==> config.mk <==
export PLATFORM = sky130hd
export DESIGN_NAME = fixed_block_free_list_allocator
export DESIGN_NICKNAME = d
export VERILOG_FILES = /design/src/fbfl_pkg.sv /design/src/fbfl_ctrl.sv /design/src/fbfl_dp.sv /design/src/fixed_block_free_list_allocator.sv
export SDC_FILE = /design/constraint.sdc
export NUM_CORES = 2
export LEC_CHECK = 0
export ABC_AREA = 1
export BUFFER_PORTS_ARGS = -buffer_cell sky130_fd_sc_hd__buf_2
export CAP_MARGIN = 10
export CORE_UTILIZATION = 40
export DETAILED_ROUTE_END_ITERATION = 7
export PLACE_DENSITY = 0.62
export SLEW_MARGIN = 20
export SYNTH_ARGS = -nofsm -noshare
export SYNTH_HDL_FRONTEND = slang
export SYNTH_SLANG_ARGS = --single-unit
==> constraint.sdc <==
create_clock -name i_clk -period 18.8 [get_ports i_clk]
set_input_delay 3.76 -clock i_clk [delete_from_list [all_inputs] [get_ports i_clk]]
set_output_delay 3.76 -clock i_clk [all_outputs]
set_load 0.02 [all_outputs]
==> src/fbfl_pkg.sv <==
// ----------------------------------------------------------------------------
// fbfl_pkg
// Shared constants, codes and controller/datapath interface types for the
// fixed block free list allocator.
// ----------------------------------------------------------------------------
package fbfl_pkg;

    // default parameter values
    localparam int MAX_BLOCKS_DEF = 256;
    localparam int ADDR_WIDTH_DEF = 32;

    // field widths
    localparam int MODE_W     = 2;
    localparam int STATUS_W   = 2;
    localparam int FADDR_W    = 32;
    localparam int BADDR_W    = 32;
    localparam int USED_W     = 9;
    localparam int NUM_BLK_W  = 9;
    localparam int SHIFT_W    = 5;
    localparam int BASE_W     = 32;
    localparam int CFG_DATA_W = 32;
    localparam int CFG_IDX_W  = 2;

    // item modes
    localparam logic [MODE_W-1:0] MODE_ALLOC  = 2'd0;
    localparam logic [MODE_W-1:0] MODE_FREE   = 2'd1;
    localparam logic [MODE_W-1:0] MODE_REINIT = 2'd2;

    // result status codes
    localparam logic [STATUS_W-1:0] ST_OK       = 2'd0;
    localparam logic [STATUS_W-1:0] ST_EMPTY    = 2'd1;
    localparam logic [STATUS_W-1:0] ST_BAD_FREE = 2'd2;

    // configuration register indexes
    localparam logic [CFG_IDX_W-1:0] CFG_NUM_BLOCKS   = 2'd0;
    localparam logic [CFG_IDX_W-1:0] CFG_BLOCK_SHIFT  = 2'd1;
    localparam logic [CFG_IDX_W-1:0] CFG_BASE_ADDRESS = 2'd2;

    // configuration reset values
    localparam logic [NUM_BLK_W-1:0] NUM_BLOCKS_RST  = 9'd256;
    localparam logic [SHIFT_W-1:0]   BLOCK_SHIFT_RST = 5'd4;
    localparam logic [BASE_W-1:0]    BASE_ADDR_RST   = 32'd0;

    // largest block shift honoured
    localparam logic [SHIFT_W-1:0] SHIFT_MAX = 5'd16;

    // controller to datapath commands
    typedef struct packed {
        logic load;         // capture item, read link of head
        logic start_clear;  // latch pool size, reset head and count
        logic clear_step;   // write one link entry of the chain
        logic commit;       // finish item, update state, load result
    } t_dp_cmd;

    // datapath to controller status
    typedef struct packed {
        logic clear_last;   // current clear step writes the last entry
    } t_dp_sts;

endpackage

==> src/fbfl_ctrl.sv <==
// ----------------------------------------------------------------------------
// fbfl_ctrl
// Sequencing state machine: input and output handshakes, clearing pass and
// item completion.
// ----------------------------------------------------------------------------
module fbfl_ctrl (
    input  logic                          i_clk,
    input  logic                          i_rst_n,
    input  logic                          i_valid,
    output logic                          o_stall,
    input  logic [fbfl_pkg::MODE_W-1:0]   i_mode,
    output logic                          o_valid,
    input  logic                          i_stall,
    output fbfl_pkg::t_dp_cmd             o_cmd,
    input  fbfl_pkg::t_dp_sts             i_sts
);

    typedef enum logic [1:0] {
        S_CLEAR,
        S_IDLE,
        S_EXEC
    } t_state;

    t_state r_state;
    logic   r_out_valid;
    logic   r_clr_reply;   // clearing pass owes a result

    logic accept;
    logic out_take;
    logic out_free;

    assign o_stall  = (r_state != S_IDLE);
    assign accept   = i_valid && (r_state == S_IDLE);
    assign o_valid  = r_out_valid;
    assign out_take = r_out_valid && !i_stall;
    assign out_free = !r_out_valid || out_take;

    always_comb begin
        o_cmd             = '0;
        o_cmd.load        = accept;
        o_cmd.start_clear = accept && (i_mode == fbfl_pkg::MODE_REINIT);
        o_cmd.clear_step  = (r_state == S_CLEAR);
        o_cmd.commit      = (r_state == S_EXEC) && out_free;
    end

    always_ff @(posedge i_clk) begin
        if (!i_rst_n) begin
            r_state     <= S_CLEAR;
            r_out_valid <= 1'b0;
            r_clr_reply <= 1'b0;
        end else begin
            if (o_cmd.commit) begin
                r_out_valid <= 1'b1;
            end else if (out_take) begin
                r_out_valid <= 1'b0;
            end
            unique case (r_state)
                S_IDLE: begin
                    if (accept) begin
                        if (i_mode == fbfl_pkg::MODE_REINIT) begin
                            r_state     <= S_CLEAR;
                            r_clr_reply <= 1'b1;
                        end else begin
                            r_state <= S_EXEC;
                        end
                    end
                end
                S_CLEAR: begin
                    if (i_sts.clear_last) begin
                        r_clr_reply <= 1'b0;
                        r_state     <= r_clr_reply ? S_EXEC : S_IDLE;
                    end
                end
                S_EXEC: begin
                    if (out_free) begin
                        r_state <= S_IDLE;
                    end
                end
                default: begin
                    r_state <= S_IDLE;
                end
            endcase
        end
    end

endmodule

==> src/fbfl_dp.sv <==
// ----------------------------------------------------------------------------
// fbfl_dp
// Datapath: configuration registers, link memory, free list head, used
// count, address arithmetic and result register.
// ----------------------------------------------------------------------------
module fbfl_dp #(
    parameter int MAX_BLOCKS = fbfl_pkg::MAX_BLOCKS_DEF,
    parameter int ADDR_WIDTH = fbfl_pkg::ADDR_WIDTH_DEF
) (
    input  logic                              i_clk,
    input  logic                              i_rst_n,
    input  logic                              i_cfg_we,
    input  logic [fbfl_pkg::CFG_IDX_W-1:0]    i_cfg_index,
    input  logic [fbfl_pkg::CFG_DATA_W-1:0]   i_cfg_data,
    input  logic [fbfl_pkg::MODE_W-1:0]       i_mode,
    input  logic [fbfl_pkg::FADDR_W-1:0]      i_free_address,
    input  fbfl_pkg::t_dp_cmd                 i_cmd,
    output fbfl_pkg::t_dp_sts                 o_sts,
    output logic [fbfl_pkg::STATUS_W-1:0]     o_status,
    output logic [fbfl_pkg::BADDR_W-1:0]      o_block_address,
    output logic [fbfl_pkg::USED_W-1:0]       o_used_count
);

    localparam int IDXW = (MAX_BLOCKS > 1) ? $clog2(MAX_BLOCKS) : 1;
    localparam int PW   = $clog2(MAX_BLOCKS + 1);
    localparam int CW   = (PW > fbfl_pkg::NUM_BLK_W) ? PW : fbfl_pkg::NUM_BLK_W;
    localparam int AW   = ADDR_WIDTH;
    localparam int RST_POOL = (MAX_BLOCKS < 256) ? MAX_BLOCKS : 256;

    // configuration
    logic [fbfl_pkg::NUM_BLK_W-1:0] r_num_blocks;
    logic [fbfl_pkg::SHIFT_W-1:0]   r_block_shift;
    logic [fbfl_pkg::BASE_W-1:0]    r_base;

    // list state
    logic [IDXW-1:0] r_head;
    logic            r_head_valid;
    logic [PW-1:0]   r_used;
    logic [PW-1:0]   r_pool;
    logic [IDXW-1:0] r_clr_idx;

    // link memory, top bit marks the end of the list
    logic [IDXW:0]   mem [MAX_BLOCKS];
    logic [IDXW:0]   r_rdata;
    logic            mem_we;
    logic [IDXW-1:0] mem_waddr;
    logic [IDXW:0]   mem_wdata;

    // captured item
    logic [fbfl_pkg::MODE_W-1:0]  r_mode;
    logic [fbfl_pkg::FADDR_W-1:0] r_faddr;

    // result
    logic [fbfl_pkg::STATUS_W-1:0] r_status;
    logic [fbfl_pkg::BADDR_W-1:0]  r_baddr;
    logic [fbfl_pkg::USED_W-1:0]   r_used_out;

    logic [CW-1:0]                 num_ext;
    logic [PW-1:0]                 pool_new;
    logic [fbfl_pkg::SHIFT_W-1:0]  sh;
    logic [AW+31:0]                fa_ext;
    logic [AW+31:0]                base_ext;
    logic [AW-1:0]                 fa_aw;
    logic [AW-1:0]                 base_aw;
    logic [AW-1:0]                 off;
    logic [AW-1:0]                 low_mask;
    logic [AW-1:0]                 idx_full;
    logic [AW-1:0]                 alloc_sum;
    logic [AW+31:0]                sum_ext;
    logic                          free_ok;
    logic [IDXW-1:0]               free_idx;
    logic [PW-1:0]                 clr_next;
    logic [PW-1:0]                 n_used;
    logic [PW+8:0]                 used_ext;
    logic [fbfl_pkg::STATUS_W-1:0] n_status;
    logic [fbfl_pkg::BADDR_W-1:0]  n_baddr;

    // pool size clamp: zero taken as one, capped at the memory depth
    always_comb begin
        num_ext = CW'(r_num_blocks);
        if (num_ext == '0) begin
            pool_new = PW'(1);
        end else if (num_ext > CW'(MAX_BLOCKS)) begin
            pool_new = PW'(MAX_BLOCKS);
        end else begin
            pool_new = num_ext[PW-1:0];
        end
    end

    assign sh = (r_block_shift > fbfl_pkg::SHIFT_MAX) ? fbfl_pkg::SHIFT_MAX : r_block_shift;

    // address arithmetic at the internal address width
    assign fa_ext    = {{AW{1'b0}}, r_faddr};
    assign base_ext  = {{AW{1'b0}}, r_base};
    assign fa_aw     = fa_ext[AW-1:0];
    assign base_aw   = base_ext[AW-1:0];
    assign off       = fa_aw - base_aw;
    assign low_mask  = (AW'(1) << sh) - AW'(1);
    assign idx_full  = off >> sh;
    assign free_idx  = idx_full[IDXW-1:0];
    assign free_ok   = ((off & low_mask) == '0) && (idx_full < AW'(r_pool))
                       && (r_used != '0);
    assign alloc_sum = base_aw + (AW'(r_head) << sh);
    assign sum_ext   = {32'b0, alloc_sum};

    // clearing pass chains entry i to i+1
    assign clr_next          = PW'(r_clr_idx) + PW'(1);
    assign o_sts.clear_last  = (clr_next == r_pool);

    always_comb begin
        mem_we    = 1'b0;
        mem_waddr = r_clr_idx;
        mem_wdata = {o_sts.clear_last, r_clr_idx + IDXW'(1)};
        if (i_cmd.clear_step) begin
            mem_we = 1'b1;
        end else if (i_cmd.commit && (r_mode == fbfl_pkg::MODE_FREE) && free_ok) begin
            mem_we    = 1'b1;
            mem_waddr = free_idx;
            mem_wdata = {!r_head_valid, r_head};
        end
    end

    // item result and next used count
    always_comb begin
        n_status = fbfl_pkg::ST_OK;
        n_baddr  = '0;
        n_used   = r_used;
        unique case (r_mode)
            fbfl_pkg::MODE_ALLOC: begin
                if (!r_head_valid) begin
                    n_status = fbfl_pkg::ST_EMPTY;
                end else begin
                    n_baddr = sum_ext[31:0];
                    if (r_used != PW'(MAX_BLOCKS)) begin
                        n_used = r_used + PW'(1);
                    end
                end
            end
            fbfl_pkg::MODE_FREE: begin
                if (!free_ok) begin
                    n_status = fbfl_pkg::ST_BAD_FREE;
                end else begin
                    n_used = r_used - PW'(1);
                end
            end
            default: begin
                n_status = fbfl_pkg::ST_OK;
            end
        endcase
    end

    assign used_ext = {9'b0, n_used};

    // configuration and list control state
    always_ff @(posedge i_clk) begin
        if (!i_rst_n) begin
            r_num_blocks  <= fbfl_pkg::NUM_BLOCKS_RST;
            r_block_shift <= fbfl_pkg::BLOCK_SHIFT_RST;
            r_base        <= fbfl_pkg::BASE_ADDR_RST;
            r_head        <= '0;
            r_head_valid  <= 1'b1;
            r_used        <= '0;
            r_pool        <= PW'(RST_POOL);
            r_clr_idx     <= '0;
        end else begin
            if (i_cfg_we) begin
                unique case (i_cfg_index)
                    fbfl_pkg::CFG_NUM_BLOCKS:
                        r_num_blocks <= i_cfg_data[fbfl_pkg::NUM_BLK_W-1:0];
                    fbfl_pkg::CFG_BLOCK_SHIFT:
                        r_block_shift <= i_cfg_data[fbfl_pkg::SHIFT_W-1:0];
                    fbfl_pkg::CFG_BASE_ADDRESS:
                        r_base <= i_cfg_data[fbfl_pkg::BASE_W-1:0];
                    default: begin
                    end
                endcase
            end
            if (i_cmd.start_clear) begin
                r_head       <= '0;
                r_head_valid <= 1'b1;
                r_used       <= '0;
                r_pool       <= pool_new;
                r_clr_idx    <= '0;
            end else if (i_cmd.clear_step) begin
                r_clr_idx <= r_clr_idx + IDXW'(1);
            end else if (i_cmd.commit) begin
                r_used <= n_used;
                if (r_mode == fbfl_pkg::MODE_ALLOC && r_head_valid) begin
                    r_head       <= r_rdata[IDXW-1:0];
                    r_head_valid <= !r_rdata[IDXW];
                end else if (r_mode == fbfl_pkg::MODE_FREE && free_ok) begin
                    r_head       <= free_idx;
                    r_head_valid <= 1'b1;
                end
            end
        end
    end

    // link memory, registered read of the head entry
    always_ff @(posedge i_clk) begin
        if (mem_we) begin
            mem[mem_waddr] <= mem_wdata;
        end
        if (i_cmd.load) begin
            r_rdata <= mem[r_head];
        end
    end

    // item capture and result payload
    always_ff @(posedge i_clk) begin
        if (i_cmd.load) begin
            r_mode  <= i_mode;
            r_faddr <= i_free_address;
        end
        if (i_cmd.commit) begin
            r_status   <= n_status;
            r_baddr    <= n_baddr;
            r_used_out <= used_ext[8:0];
        end
    end

    assign o_status        = r_status;
    assign o_block_address = r_baddr;
    assign o_used_count    = r_used_out;

endmodule

==> src/fixed_block_free_list_allocator.sv <==
// ----------------------------------------------------------------------------
// fixed_block_free_list_allocator: pool of equal blocks on a linked free list
// allocate, free, unused mode: registered read of the link memory at the list
// head on accept, commit once the output register has room, input stalled until then
// reinitialize: chain pass of one link entry per cycle, then its result
// after reset: same chain pass over the default pool, input stalled meanwhile
// ----------------------------------------------------------------------------
module fixed_block_free_list_allocator #(
    parameter int MAX_BLOCKS = fbfl_pkg::MAX_BLOCKS_DEF,  // link memory depth
    parameter int ADDR_WIDTH = fbfl_pkg::ADDR_WIDTH_DEF   // address arithmetic width
) (
    input  logic                              i_clk,
    input  logic                              i_rst_n,
    // configuration write port
    input  logic                              i_cfg_we,
    input  logic [fbfl_pkg::CFG_IDX_W-1:0]    i_cfg_index,
    input  logic [fbfl_pkg::CFG_DATA_W-1:0]   i_cfg_data,
    // input item channel
    input  logic                              i_valid,
    output logic                              o_stall,
    input  logic [fbfl_pkg::MODE_W-1:0]       i_mode,
    input  logic [fbfl_pkg::FADDR_W-1:0]      i_free_address,
    // result item channel
    output logic                              o_valid,
    input  logic                              i_stall,
    output logic [fbfl_pkg::STATUS_W-1:0]     o_status,
    output logic [fbfl_pkg::BADDR_W-1:0]      o_block_address,
    output logic [fbfl_pkg::USED_W-1:0]       o_used_count
);

    // the controller only sequences; every piece of list state, the link
    // memory and the result register live in the datapath
    fbfl_pkg::t_dp_cmd cmd;
    fbfl_pkg::t_dp_sts sts;

    // state machine: clearing pass, idle (takes an item even while a result
    // still waits in the output register), execute (waits for room in the
    // output register, then commits the item)
    fbfl_ctrl u_ctrl (
        .i_clk   (i_clk),
        .i_rst_n (i_rst_n),
        .i_valid (i_valid),
        .o_stall (o_stall),
        .i_mode  (i_mode),
        .o_valid (o_valid),
        .i_stall (i_stall),
        .o_cmd   (cmd),
        .i_sts   (sts)
    );

    // datapath: item capture with link read of the head in the accept cycle,
    // pop or push of the head in the commit cycle, chain writes during the
    // clearing pass; the pool size is latched when a pass starts, block
    // shift and base address are used live
    fbfl_dp #(
        .MAX_BLOCKS (MAX_BLOCKS),
        .ADDR_WIDTH (ADDR_WIDTH)
    ) u_dp (
        .i_clk           (i_clk),
        .i_rst_n         (i_rst_n),
        .i_cfg_we        (i_cfg_we),
        .i_cfg_index     (i_cfg_index),
        .i_cfg_data      (i_cfg_data),
        .i_mode          (i_mode),
        .i_free_address  (i_free_address),
        .i_cmd           (cmd),
        .o_sts           (sts),
        .o_status        (o_status),
        .o_block_address (o_block_address),
        .o_used_count    (o_used_count)
    );

endmodule
# Yosys cells after proc, flatten, opt, wreduce, memory -nomap -nowiden
# Memory sizes are Yosys's and may differ from the RTL's. A register that Yosys moved wholly into a read port is not among the register bits.
# Index checks and enable logic that the tools add are counted.
dict set report classes {
  add_sub_neg 7
  n_mul 0
  n_div 0
  n_lt_le_gt_ge 3
  eq_ne 13
  shifts 3
  n_mux 34
  n_bitwise 3
  reduce_logical 33
}
# op n
set op_table {}
lappend op_table {{9-bit two-way mux} 7}
lappend op_table {{32-bit adder} 1}
lappend op_table {{32-bit bitwise AND} 1}
lappend op_table {{32-bit logical NOT} 1}
lappend op_table {{32-bit by 9-bit less-than comparator with 1-bit output} 1}
lappend op_table {{8-bit two-way mux} 4}
lappend op_table {{1-bit by 5-bit << shifter with 32-bit output (first input constant)} 1}
lappend op_table {{8-bit by 5-bit << shifter with 32-bit output} 1}
lappend op_table {{32-bit by 5-bit >> shifter with 32-bit output} 1}
lappend op_table {{32-bit by 2-bit subtractor with 32-bit output (second input constant)} 1}
lappend op_table {{32-bit subtractor} 1}
lappend op_table {{9-bit one-hot mux with 2 select lines} 1}
lappend op_table {{1-bit two-way mux} 12}
lappend op_table {{2-bit two-way mux} 6}
lappend op_table {{1-bit logical AND} 10}
lappend op_table {{2-bit AND reduction} 5}
lappend op_table {{8-bit by 1-bit adder with 9-bit output (second input constant)} 1}
lappend op_table {{9-bit by 1-bit adder with 9-bit output (second input constant)} 1}
lappend op_table {{9-bit equality test} 1}
lappend op_table {{9-bit greater-than comparator (second input constant)} 1}
lappend op_table {{9-bit logical NOT} 1}
lappend op_table {{9-bit != test (second input constant)} 1}
lappend op_table {{9-bit nonzero test} 1}
lappend op_table {{9-bit by 1-bit subtractor with 9-bit output (second input constant)} 1}
lappend op_table {{18 further kinds} 34}
dict set report word_totals {
  register_bits 162
  latch_bits 0
  ramBits 2304
  romBits 0
  in_bits 73
  output_inout_bits 45
  elab_cells 113
  n_memories 1
}
# name depth width rd rd_clocked_by_memory_dff write_ports line
set memory_table {}
lappend memory_table {u_dp.mem 256 9 1 1 1 fbfl_dp.sv:43} ;# logic [IDXW:0] mem [MAX_BLOCKS];

# Depth between registers and ports, before layout
dict set report depth {
  ltp_word 13
  mapped_depth 43
  depth_no_buf 41
}

# Hierarchy
# Synthesis repeated with hierarchy kept, for this count alone.
dict set report hier_totals {
  hier_cells 9060
  hier_area_um2 104342.6
}
# mod n_inst cells_per_inst area_per_inst_um2 seq_area_each_um2
set modules_own_cells {}
lappend modules_own_cells {fbfl_dp 1 9019 104091.1 73390.4}
lappend modules_own_cells {fbfl_ctrl 1 41 251.5 80.1}

# Worst setup path after synthesis
# Ideal clock, no wire load.
dict set report synth_timing {
  kind {in2reg}
  start {input port i_stall}
  end {memory u_dp.mem[0][0] in the netlist's numbering, data pin}
  setup_time_ps 2187
  arrival_ps 14725
  required_ps 16613
  path_slack_ps 1888
  path_stages 7
  path_buffers 0
  cell_sequence {nand2_1 inv_1 nor2_1 inv_1 nor2_1 nand2_1 o21ai_0}
}
dict set report synth_between {
  elab_chain_cells 8
}
# item line
set synth_rtl {}
lappend synth_rtl {{start, declared} fixed_block_free_list_allocator.sv:25} ;# input logic i_stall,
lappend synth_rtl {{1-bit logical NOT} fbfl_ctrl.sv:35} ;# assign out_take = r_out_valid && !i_stall;
lappend synth_rtl {{1-bit logical AND} fbfl_ctrl.sv:35}
lappend synth_rtl {{1-bit logical OR} fbfl_ctrl.sv:36} ;# assign out_free = !r_out_valid || out_take;
lappend synth_rtl {{1-bit logical AND} fbfl_ctrl.sv:43} ;# o_cmd.commit = (r_state == S_EXEC) && out_free;
lappend synth_rtl {{1-bit logical AND (2 in series)} fbfl_dp.sv:116} ;# end else if (i_cmd.commit && (r_mode == fbfl_pkg::MODE_FREE) && free_ok) begin
lappend synth_rtl {{9-bit two-way mux} fbfl_dp.sv:116}
lappend synth_rtl {{9-bit two-way mux} fbfl_dp.sv:114} ;# if (i_cmd.clear_step) begin
lappend synth_rtl {{named net u_dp.mem_wdata[0]} fbfl_dp.sv:47} ;# logic [IDXW:0] mem_wdata;
lappend synth_rtl {{end, declared} fbfl_dp.sv:43}
# The timed path passes the listed nets, and every way through them passes these cells.

# Final worst setup path
dict set report layout_timing {
  start {register u_dp.r_base (netlist bit u_dp.base_aw[0])}
  end {memory u_dp.mem[19][7] in the netlist's numbering, data pin}
}
dict set report layout_between {
  elab_chain_cells 8
  word_cells_on_any_way 10
  cone_classes {add/sub: 1; order compare: 1; shift: 1; mux: 2; bitwise: 1; reduce/logical: 4}
}
# item line
set layout_rtl {}
lappend layout_rtl {{start, declared} fbfl_dp.sv:33} ;# logic [fbfl_pkg::BASE_W-1:0] r_base;
lappend layout_rtl {{start signal, assigned} fbfl_dp.sv:159} ;# r_base <= fbfl_pkg::BASE_ADDR_RST;
lappend layout_rtl {{start signal, assigned} fbfl_dp.sv:173} ;# r_base <= i_cfg_data[fbfl_pkg::BASE_W-1:0];
lappend layout_rtl {{32-bit subtractor *} fbfl_dp.sv:97} ;# assign off = fa_aw - base_aw;
lappend layout_rtl {{32-bit by 5-bit >> shifter with 32-bit output or 32-bit bitwise AND (tied branches)} {fbfl_dp.sv:99, fbfl_dp.sv:101}}
lappend layout_rtl {{32-bit by 9-bit less-than comparator with 1-bit output or 32-bit logical NOT (tied branches)} fbfl_dp.sv:101} ;# assign free_ok = ((off & low_mask) == '0) && (idx_full < AW'(r_pool))
lappend layout_rtl {{1-bit logical AND *} fbfl_dp.sv:101}
lappend layout_rtl {{1-bit logical AND *} fbfl_dp.sv:102} ;# && (r_used != '0);
lappend layout_rtl {{1-bit logical AND *} fbfl_dp.sv:116}
lappend layout_rtl {{9-bit two-way mux *} fbfl_dp.sv:116}
lappend layout_rtl {{9-bit two-way mux *} fbfl_dp.sv:114}
lappend layout_rtl {{named net u_dp.mem_wdata[7]} fbfl_dp.sv:47}
# The timed path passes the listed nets; every way through them passes the cells marked *.

==> flow_summary.yaml <==
status:
  run_status: "completed"
drt:
  detailroute.via_count: 74737
  drtAntennaViolNets: 0
  drtPass1Iterations: 6
  met2_wire_len_um: 145700
  detail_route.iter0.violations: 10591
  wl_per_cell_um: 24.98
  drt_drc_violations_left: 0
  wl_met1_um: 133100
  highest_signal_layer: "met5"
  detail_route.wirelength_um: 320400
  dr_wl_met3_um: 30590
  post_drt_via_cell_ratio: 5.827
yosys:
  syn-mean-instance-area_sq_um: 11.39
  synthesis.instances: 9240
  mappedNetlistArea_sq_um: 105200
  ys_seq_elements: 2475
  ys_seq_area_share_pct: 69.83
  async_flop_share_pct: 0
  yosys_most_used_dff: "sky130_fd_sc_hd__edfxtp_1"
  synth_edf_count: 2390
  post_synth_num_cell_types: 61
  yosysWarnings: 0
timing:
  worst_max_slew_pin_slew_ns: 1.218
  final_max_slew_viol_count: 0
  timing.final.crit_share_pct: 46.00
  finalSetupTns_ns: 0
  setup_viol: 0
  min_cycle_time_layout_ns: 8.649
  fin_skew_ns: 0.06760
  timing.max_slew.rel_slack_pct: 18.52
  maxClockFrequency_ghz: 0.1156
  hold_viol_final: 0
  rsz0062_at_grt: "false"
layout:
  final_cell_count_no_fill: 12826
  layout-area-overhead-vs-synth_pct: 11.60
  post_route_cells_drive_above_1_share_pct: 7.742
  finish.net_count: 9287
  design_area_sq_um: 117400
  fillCellCount: 23637
global_route:
  maximum_number_of_pins_on_one_net_before_global_route_repair: 215
  globalRouteTotalUtil_pct: 23.59
  grt_pass1_vias: 70917
  grt_overflow_total: 0
  antenna_violations_before_repair: 15
  grt_pass1_wl_um: 469900
setup_path:
  crit_top_cell: "sky130_fd_sc_hd__nand2_1"
  cp_slowest_stage_delay_ns: 0.82
  crit_fanout: 74
  r2r_cells: 30
  worst-setup-path-type: "reg -> reg"
  worst_ep_required_time_ns: 19.38
  startpoint_type: "flop"
  endpoint_arrival_time_on_the_critical_path_ns: 9.23
  slowest_stage: "sky130_fd_sc_hd__buf_4"
  end_kind: "flop"
floorplan:
  initial_utilization_pct: 40.37
  io_pins: 118
  floorplan.die_area_sq_um: 265100
  die_width_um: 514.9
  coreArea_sq_um: 260600
  die-height_um: 514.9
  floorplan.rows: 187
pwr:
  power.ir.vdd_worst_v: 0.0001077
  pwr_density_cell_nw_per_um2: 98.98
  power_leakage_uw: 0.03836
clock_tree:
  cts_repair_resize_count: 0
  clock_path_buffers: 4
  cts.root.buffer_cell: "sky130_fd_sc_hd__clkbuf_16"
  worst_setup_hold_path_clk_slew_ns: 0.06
  cts_tree: "done"
  cts_sinks: 2475
  cts_made_buffers: 274
  cts_hold_buf: 0
  cts.repair_timing.setup_buffer_count: 0
  htreeDepth: 5
  clk_latency_ns: 0.95
placement:
  port-buffer-count: 117
  place_congestion: 0.9598
  placed_cell_areas_sq_um: 108900
  placed_cells_incl_taps: 12356
  place_hpwl_um: 192200
min_path:
  worst_hold_stages: 2
  hold_path_class: "reg -> reg"
run:
  drv_cap: 0
## cell families after synthesis
family | count (synthesis) | synth area share [%]
other | 1 | 0.003564
AOI/OAI and AO/OA | 2654 | 13.82
DFF | 2475 | 69.83
buffers and inverters | 959 | 3.512
muxes | 1 | 0.009514
and+or+nand+nor | 3061 | 11.79
adders and majority gates | 77 | 0.9300
xor gates and xnor gates | 12 | 0.09989
## area by class of cell
type / instances / area (sq um) / area share (%)
multi-input combinational: 5812 / 28220 / 24.04
clock inverter: 127 / 1185 / 1.009
tap: 3496 / 4374 / 3.725
sequential: 2475 / 73490 / 62.59
clock buffer: 338 / 7297 / 6.214
timing repair buffer: 222 / 1494 / 1.272
antenna: 4 / 10.01 / 0.008525
inverter: 352 / 1346 / 1.147
## placed cells by master (no fill, tap or decap), drive strengths merged, types with 95 or more instances in the layout
cell type     n
o22ai       742
clkinv       95
edfxtp     2390
buf         222
clkbuf      338
nor2       2022
nand3       256
a21oi       157
o21ai      1651
nand2       698
inv         357
## flip-flops by register name, indices dropped and copies added (netlist names), 5 cells and up
name,flops
u_dp.mem,2304
u_dp.base_aw,32
u_dp.fa_aw,32
u_dp.o_block_address,32
u_dp.num_ext,9
u_dp.o_used_count,9
u_dp.r_pool,9
u_dp.r_rdata,9
u_dp.r_used,9
u_dp.r_clr_idx,8
u_dp.r_head,8
u_dp.r_block_shift,5
## synthesized netlist by cell type, types with 16 or more instances
cell type / number / area, sq um
sky130_fd_sc_hd__o22ai_1: 742 / 4642
sky130_fd_sc_hd__dfxtp_1: 85 / 1702
sky130_fd_sc_hd__buf_1: 31 / 116.4
sky130_fd_sc_hd__nor3_1: 19 / 95.09
sky130_fd_sc_hd__o21ai_0: 1647 / 8243
sky130_fd_sc_hd__a21oi_1: 156 / 780.8
sky130_fd_sc_hd__nand2_2: 23 / 143.9
sky130_fd_sc_hd__ha_1: 75 / 938.4
sky130_fd_sc_hd__o21a_1: 16 / 120.1
sky130_fd_sc_hd__nor2_1: 1994 / 7485
sky130_fd_sc_hd__inv_1: 336 / 1261
sky130_fd_sc_hd__nand4_1: 41 / 256.5
sky130_fd_sc_hd__nand3_2: 28 / 280.3
sky130_fd_sc_hd__edfxtp_1: 2390 / 71770
sky130_fd_sc_hd__clkbuf_1: 529 / 1986
sky130_fd_sc_hd__nand3_1: 228 / 1141
sky130_fd_sc_hd__o32ai_1: 42 / 367.9
sky130_fd_sc_hd__nand2_1: 673 / 2526
sky130_fd_sc_hd__buf_2: 40 / 200.2
## path summary, 6_finish.rpt
check	start	slack, ns	to
setup reg to reg	u_dp.base_aw[0]	10.15	u_dp.mem[19][7]
setup / recovery	u_dp.base_aw[0]	10.15	u_dp.mem[19][7]
hold reg to reg	u_ctrl.r_clr_reply	0.48	u_ctrl.r_clr_reply
hold / removal	u_ctrl.r_clr_reply	0.48	u_ctrl.r_clr_reply
## critical path, delay by kind of cell, from the launching register on
family	cells	cell delay, ns
buf+inv	6	3.36
fa+ha+maj	3	0.99
compound gates	3	0.99
simple gates	18	2.26
flops	1	0.34
## where the power goes
part / switching, uW / internal (uW)
Sequential: 5.93 / 6040
Clock: 2160 / 3040
Combinational: 300 / 86.2
Total: 2460 / 9160
## per-stage QoR
stage / setup slack, ns / total power (uW) / hold WS [ns] / utilization (%)
final: 10.15 / 11620 / 0.4822 / 45.05
after floorplan: 1.888 / 6422 / 0.4439 / -
after CTS: 10.29 / 11670 / 0.4831 / 45.03
after global placement: 10.26 / 6539 / 0.4596 / 41.77
after global routing: 9.492 / 11900 / 0.5005 / 45.05
after detailed placement: 10.22 / 6538 / 0.4737 / 41.78
## metal layers
metal / vias to the layer above / track usage (%)
met4: 14 / 8.454
met2: 3842 / 36.53
met3: 562 / 4.858
li1: 33308 / -
met5: - / 0
met1: 37011 / 32.76
(Power assumes the default switching activity.)
